`config.mk`:
```
export PLATFORM = sky130hd
export DESIGN_NAME = gbq_div_cell
export DESIGN_NICKNAME = d
export VERILOG_FILES = /design/src/sv/gbq_pkg.sv /design/src/sv/gbq_div_cell.sv
export SDC_FILE = /design/constraint.sdc
export NUM_CORES = 1
export LEC_CHECK = 0
export BUFFER_PORTS_ARGS = -buffer_cell sky130_fd_sc_hd__buf_2
export CAP_MARGIN = 20
export CORE_AREA = 2 2 310 312
export DETAILED_ROUTE_END_ITERATION = 6
export DIE_AREA = 0 0 312 314
export PLACE_DENSITY_LB_ADDON = 0.05
export SETUP_SLACK_MARGIN = 0.2
export SKIP_CTS_REPAIR_TIMING = 1
export SYNTH_ARGS = -nofsm -noshare
export SYNTH_HDL_FRONTEND = slang
export SYNTH_SLANG_ARGS = --single-unit
```
`constraint.sdc`:
```
create_clock -name clk -period 1.3 [get_ports clk]
set_input_delay 0.325 -clock clk [delete_from_list [all_inputs] [get_ports clk]]
set_output_delay 0.325 -clock clk [all_outputs]
set_load 0.01 [all_outputs]
```
`src/sv/gbq_pkg.sv`:
```
// ----------------------------------------------------------------------------
// gbq_pkg
// Shared constants, widths and types for the beam parameter transform.
// ----------------------------------------------------------------------------
package gbq_pkg;

    localparam int WORD_BITS     = 32;
    localparam int FRACTION_BITS = 16;

    // signed sums such as A*qr + B*2^F
    localparam int VAL_BITS  = 2 * WORD_BITS + 1;
    // magnitude of a signed sum
    localparam int MAG_BITS  = VAL_BITS;
    // full product of two magnitudes
    localparam int PROD_BITS = 2 * MAG_BITS;
    // signed numerator of one output part
    localparam int NUM_BITS  = PROD_BITS + 2;
    // divider remainder and shifted divisor
    localparam int REM_BITS  = PROD_BITS + 3 + WORD_BITS + FRACTION_BITS;

    localparam logic [WORD_BITS-1:0] ONE_FIXED = WORD_BITS'(1) << FRACTION_BITS;

    typedef enum logic [1:0] {
        REG_A = 2'd0,
        REG_B = 2'd1,
        REG_C = 2'd2,
        REG_D = 2'd3
    } reg_index_t;

    typedef enum logic [1:0] {
        STATUS_OK   = 2'd0,
        STATUS_ZERO = 2'd1,
        STATUS_SAT  = 2'd2
    } status_t;

    // one quotient lane travelling along the divider cells
    typedef struct packed {
        logic                 vld;
        logic                 neg;
        logic                 ovf;
        logic                 zero;
        logic [REM_BITS-1:0]  rem;
        logic [REM_BITS-1:0]  dsh;
        logic [WORD_BITS-1:0] quo;
    } div_lane_t;

endpackage

```
`src/sv/gbq_div_cell.sv`:
```
// ----------------------------------------------------------------------------
// gbq_div_cell
// One restoring division cell: settles one quotient bit and passes on.
// ----------------------------------------------------------------------------
module gbq_div_cell (
    input  logic               clk,
    input  logic               rst_n,
    input  gbq_pkg::div_lane_t lane_in,
    output gbq_pkg::div_lane_t lane_out
);
    import gbq_pkg::*;

    div_lane_t lane_reg;
    div_lane_t lane_next;
    logic      ge;

    always_comb
    begin
        ge             = lane_in.rem >= lane_in.dsh;
        lane_next      = lane_in;
        lane_next.rem  = ge ? (lane_in.rem - lane_in.dsh) : lane_in.rem;
        lane_next.dsh  = lane_in.dsh >> 1;
        lane_next.quo  = {lane_in.quo[WORD_BITS-2:0], ge};
    end

    always_ff @(posedge clk or negedge rst_n)
    begin
        if (!rst_n)
        begin
            lane_reg.vld <= 1'b0;
        end
        else
        begin
            lane_reg <= lane_next;
        end
    end

    assign lane_out = lane_reg;

endmodule

```
==> impl_metrics.tcl, run 1 <==
set metrics [dict create \
    status "finished with violations" \
    failed_checks "setup timing" \
    drv_cap 0 \
    grt_antenna_before_repair 31 \
    drt-initial-drc-count 1798 \
    finalHoldViolations 0 \
    grt_usage 0.250 \
    start_util 0.300 \
    critPathLaunchType "primary input" \
    max_slew.worst_pin.slew_ns 0.715 \
    largest_reg_flops 397 \
    fp.dieW_um 312 \
    wl_per_cell_um 20.3 \
    fin_crit_ns 3.71 \
    synth_cells 3063 \
    yosys_warnings 0 \
    slew_headroom 0.519 \
    worst_hold_slack_ns 0.0129 \
    vias 30800 \
    num_rows 113 \
    grt_max_degree 40 \
    post-route-period-util 2.85 \
    multi_input_comb_area_mm2 0.0157 \
    slew_viol_final 0 \
    hp-start "lane_in[367]" \
    clkSinkCount 397 \
    firstDrtPassIters 7 \
    htree_levels 2 \
    place_hpwl_mm 110 \
    post_synth.cell_area_avg_um2 9.26 \
    arrival_ns 4.08 \
    num_io_pins 798 \
    hold_path_class "primary input to register" \
    cp_max_fo 7 \
    synth_largest_area_cell "edfxtp_1" \
    fill_cells 9339 \
    timing.fmax_ghz 0.269 \
    die-area_mm2 0.0980 \
    synth_area_mm2 0.0284 \
    ir_drop_mv 0.965 \
    synth_edf_count 396 \
    numCtsBuffers 48 \
    postRouteAntennaNets 0 \
    dieHeight_um 314 \
    synth-async-reset-ratio 0.00252 \
    end_kind "register" \
    critPathKind "primary input to register" \
    cellPowerDensity_mw_per_mm2 1040 \
    drc 0 \
    drt-vias-per-instance 4.76 \
    post-route-util 0.504 \
    grt_pass1_vias 30300 \
    synth_top_area_share 0.419 \
    gp_routability_congestion 0.926 \
    port_buffers 795 \
    cts_buffer_depth 3 \
    path_clk_slew_ns 0.06 \
    synth_area_leaders "edfxtp_1 42%, ha_1 8.0%, a21oi_1 6.4%, nor2_1 4.4%, inv_1 3.3%" \
    layout.nets 5746 \
    cts_tree "done" \
    grt_pass1_wl_mm 186 \
    syn_to_final_growth_pct 67.6 \
    layout_common_cells "1152 x buf_4, 783 x buf_2, 396 x edfxtp_1, 312 x a21oi_1, 309 x nor2_1" \
    rsz0062_at_grt "yes" \
    root_buffer "clkbuf_16" \
    routed_wl_mm 132 \
    cp.required_ns 1.67 \
    min_path_cells 2 \
    finalSetupTns_ns -477.62 \
    synth-seq-cells 397 \
    yosysUniqueCellTypes 90 \
    yosysSeqAreaShare 0.420 \
    finalSetupViolCount 579 \
    overflow 0 \
    syn_nets 3645 \
    drive_gt1_frac 0.462 \
    setup_ws_ns -2.41 \
    hold_end "lane_out[367]" \
    regArea_mm2 0.0119 \
    layout_commonest_cell "buf_4" \
    synth_ff_type "edfxtp_1" \
    p_leak_nw 21.8 \
    core_area_mm2 0.0944 \
]
worst max-delay path by stage:
| stage | start | endpoint | cells after the start |
|---|---|---|---|
| global placement | lane_in[135] | lane_out[389] | 19 |
| detailed placement | lane_in[135] | lane_out[389] | 19 |
| CTS | lane_in[133] | lane_out[389] | 19 |
| finish | lane_in[312] | lane_out[308] | 19 |
| global route | lane_in[120] | lane_out[214] | 20 |
| floorplan | lane_in[213] | lane_out[379] | 15 |
cells by family (layout without fill, tap and decap cells):
| family | after synthesis | count (layout) | synth area share |
|---|---|---|---|
| flip-flops | 397 | 397 | 0.420 |
| adder cells (fa/ha/maj) | 182 | 182 | 0.0805 |
| multiplexers | 32 | 32 | 0.0127 |
| AND/OR/NAND/NOR | 881 | 881 | 0.144 |
| XOR/XNOR | 171 | 171 | 0.0528 |
| AO/OA/AOI/OAI | 989 | 989 | 0.226 |
| buffers and inverters | 410 | 2547 | 0.0644 |
| other | 1 | 11 | 0.000132 |
report_power, final:
| part | total [mW] | internal (mW) | switching (mW) |
|---|---|---|---|
| registers | 16.2 | 15.8 | 0.354 |
| logic | 19.5 | 9.36 | 10.1 |
| clock network | 13.6 | 7.80 | 5.75 |
| total | 49.3 | 33.0 | 16.3 |
per-stage QoR:
step | instances | worst slack [ns] | cell area [um^2] | total power [mW]
finish | 6475 | -2.41 | 47600 | 49.3
global route | 6470 | -2.48 | 47600 | 51.8
CTS | 6223 | -2.91 | 44200 | 48.4
global placement | 6137 | -3.53 | 42700 | 34.6
floorplan | 3063 | -2.23 | 29100 | 25.1
detailed placement | 6137 | -3.58 | 42700 | 34.6
worst max-delay path, stage by stage:
cell       delay, ns
buf_2           0.13
ha_4            0.27
nand4_1         0.11
buf_6           0.14
nor4_4          0.26
nand4_1         0.15
buf_6           0.16
nor3_4          0.21
buf_4           0.17
o211ai_1        0.18
a31oi_1         0.27
buf_4           0.17
o31ai_4         0.08
a2111oi_4       0.47
o21ba_4         0.23
buf_12          0.13
buf_12          0.11
clkbuf_16       0.18
mux2_4          0.30
cells in the mapped netlist, types with 6 or more instances:
cell type,count
o211ai_1,11
inv_1,252
xnor2_1,104
buf_2,45
a21o_1,86
a21oi_1,361
nand3_1,29
nor3_1,58
o21a_1,26
nor2b_1,11
ha_1,181
o31ai_1,24
or2_2,15
a31oi_1,30
buf_6,7
clkbuf_1,76
nor4_1,13
a221oi_1,10
xor2_1,67
a211oi_1,12
nand2b_1,17
nand2_1,223
buf_4,21
buf_8,9
a41oi_1,6
or3_1,16
o21ai_0,155
mux2_1,28
a21oi_2,92
nor2_1,332
nand4_1,111
and2_1,9
edfxtp_1,396
a21boi_0,11
and4_1,10
and3_1,15
o21bai_1,71
o21ai_1,29
per-layer routing:
layer	global-route usage	vias up	share of wire
met5	0	-	0.0011
met4	0.0483	20	0.019
met1	0.319	14500	0.43
met2	0.439	796	0.49
met3	0.0517	146	0.063
li1	-	15400	-
area by class of cell:
cell class / instances / share of cell area
Timing Repair Buffer: 2209 / 0.331
Multi-Input combinational cell: 2256 / 0.331
Sequential cell: 397 / 0.251
Tap cell: 1265 / 0.0333
Clock buffer: 55 / 0.0267
Inverter: 252 / 0.0207
Clock inverter: 31 / 0.00608
Antenna cell: 10 / 0.000526
Note: power is estimated with default switching activity, not from simulation.
==> run 2: changes to the inputs <==
Settings changed: BUFFER_PORTS_ARGS -buffer_cell sky130_fd_sc_hd__buf_2 to -buffer_cell sky130_fd_sc_hd__clkbuf_2, CORE_AREA 2 2 310 312 to 2 2 308 310, DIE_AREA 0 0 312 314 to 0 0 310 312.
Clock period 1.3 ns to 3 ns, I/O delays scaled along.
==> impl_metrics.tcl, run 2 (same netlist as run 1, synthesis figures left out) <==
set metrics [dict create \
    status "finished with violations" \
    failed_checks "setup timing" \
    fp.dieW_um 310 \
    root_buffer "clkbuf_16" \
    layout_common_cells "1188 x buf_4, 782 x clkbuf_2, 396 x edfxtp_1, 303 x nor2_1, 300 x a21oi_1" \
    syn_to_final_growth_pct 61.8 \
    port_buffers 795 \
    grt_antenna_before_repair 24 \
    grt_max_degree 55 \
    cp_max_fo 8 \
    cts_buffer_depth 3 \
    num_io_pins 798 \
    dieHeight_um 312 \
    numCtsBuffers 49 \
    final_area_mm2 0.0459 \
    gp_routability_congestion 0.930 \
    finalSetupTns_ns -173.89 \
    worst_hold_slack_ns 0.234 \
    postRouteAntennaNets 0 \
    slew_viol_final 0 \
    drt-vias-per-instance 4.78 \
    cellPowerDensity_mw_per_mm2 464 \
    crit_top_cell "buf_12" \
    vias 30100 \
    grt_usage 0.257 \
    slowest_stage "a2111oi_4" \
    crit_chain "clkbuf_2 -> inv_1 -> ha_1 -> and4_1 -> nor2b_4 -> nand3_1 -> a311oi_2 -> buf_4 -> o211ai_1 -> a31oi_1 -> buf_4 -> o31ai_4 -> a2111oi_4 -> o21ba_4 -> buf_12 -> buf_12 -> buf_12 -> clkbuf_16 -> a21oi_2" \
    drive_gt1_frac 0.485 \
    end_kind "register" \
    firstDrtPassIters 6 \
    max_slew.worst_pin.slew_ns 1.15 \
    grt_pass1_vias 30400 \
    htree_levels 2 \
    finalPower_mw 21.3 \
    finalSetupViolCount 182 \
    rsz0062_at_grt "yes" \
    drv_cap 0 \
    place_hpwl_mm 111 \
    post-route-period-util 1.36 \
    overflow 0 \
    slew_headroom 0.230 \
    critPathKind "primary input to register" \
    wl_per_cell_um 20.7 \
    critPathLaunchType "primary input" \
    arrival_ns 4.45 \
    drt-initial-drc-count 1865 \
    fill_cells 9359 \
    drc 0 \
    ir_drop_mv 0.417 \
    hold_path_class "primary input to register" \
    max_stage_delay_ns 0.44 \
    grt_pass1_wl_mm 187 \
    core_area_mm2 0.0930 \
    cp.required_ns 3.38 \
    setup_ws_ns -1.07 \
    path_clk_slew_ns 0.06 \
    finalHoldViolations 0 \
    p_leak_nw 21.4 \
    start_util 0.305 \
    largest_reg_flops 397 \
    routed_wl_mm 131 \
    dpl-instance-area_mm2 0.0429 \
    layout_commonest_cell "buf_4" \
    clkSinkCount 397 \
    fin_crit_ns 4.07 \
    die-area_mm2 0.0967 \
    cts_tree "done" \
    layout.nets 5586 \
    num_rows 112 \
    timing.fmax_ghz 0.246 \
]
==> run 2: stage by stage <==
step           worst slack (ns)  utilization  cells
6_report                  -1.07        0.494   6301
2_1_floorplan            -0.951            -   3063
3_5_place_dp              -2.11        0.461   6157
5_1_grt                   -1.19        0.493   6297
4_1_cts                   -1.47        0.477   6243
3_3_place_gp              -2.07        0.461   6157
==> run 2: routing by layer <==
metal | share of wire | up-vias | global-route usage
met5 | 0.0014 | - | 0
met4 | 0.028 | 26 | 0.0771
met3 | 0.070 | 161 | 0.0639
met2 | 0.48 | 805 | 0.437
met1 | 0.42 | 14100 | 0.319
li1 | - | 15100 | -
==> run 2: path summary, 6_finish.rpt <==
kind                                  to  depth (start not counted)          from  slack (ns)
min                        lane_out[397]                          1  lane_in[397]        0.23
max                        lane_out[230]                         19   lane_in[53]       -1.07
max in group asynchronous  lane_out[397]                          2         rst_n        2.20
min in group asynchronous  lane_out[397]                          2         rst_n        0.60
==> run 2: worst max-delay path: cells and delay by family <==
kind | cells | cell delay, ns
compound gates | 7 | 1.53
buf+inv | 8 | 1.10
simple gates | 3 | 0.62
fa+ha+maj | 1 | 0.42
==> run 2: where the power goes <==
group          switching, mW  internal, mW  total [mW]
Sequential             0.178          6.87        7.05
Clock                   2.45          3.33        5.79
Combinational           4.44          4.05        8.49
==> run 2: cell type report <==
cell class	count	area, um^2	share of cell area
multi-input cells	2256	15700	0.341
repair buffers	2048	14200	0.310
flip-flops and latches	397	11900	0.259
well taps	1254	1570	0.0342
clock buffers	60	1310	0.0285
inverters	252	988	0.0215
clock inverters	26	209	0.00455
diodes	8	20.0	0.000436
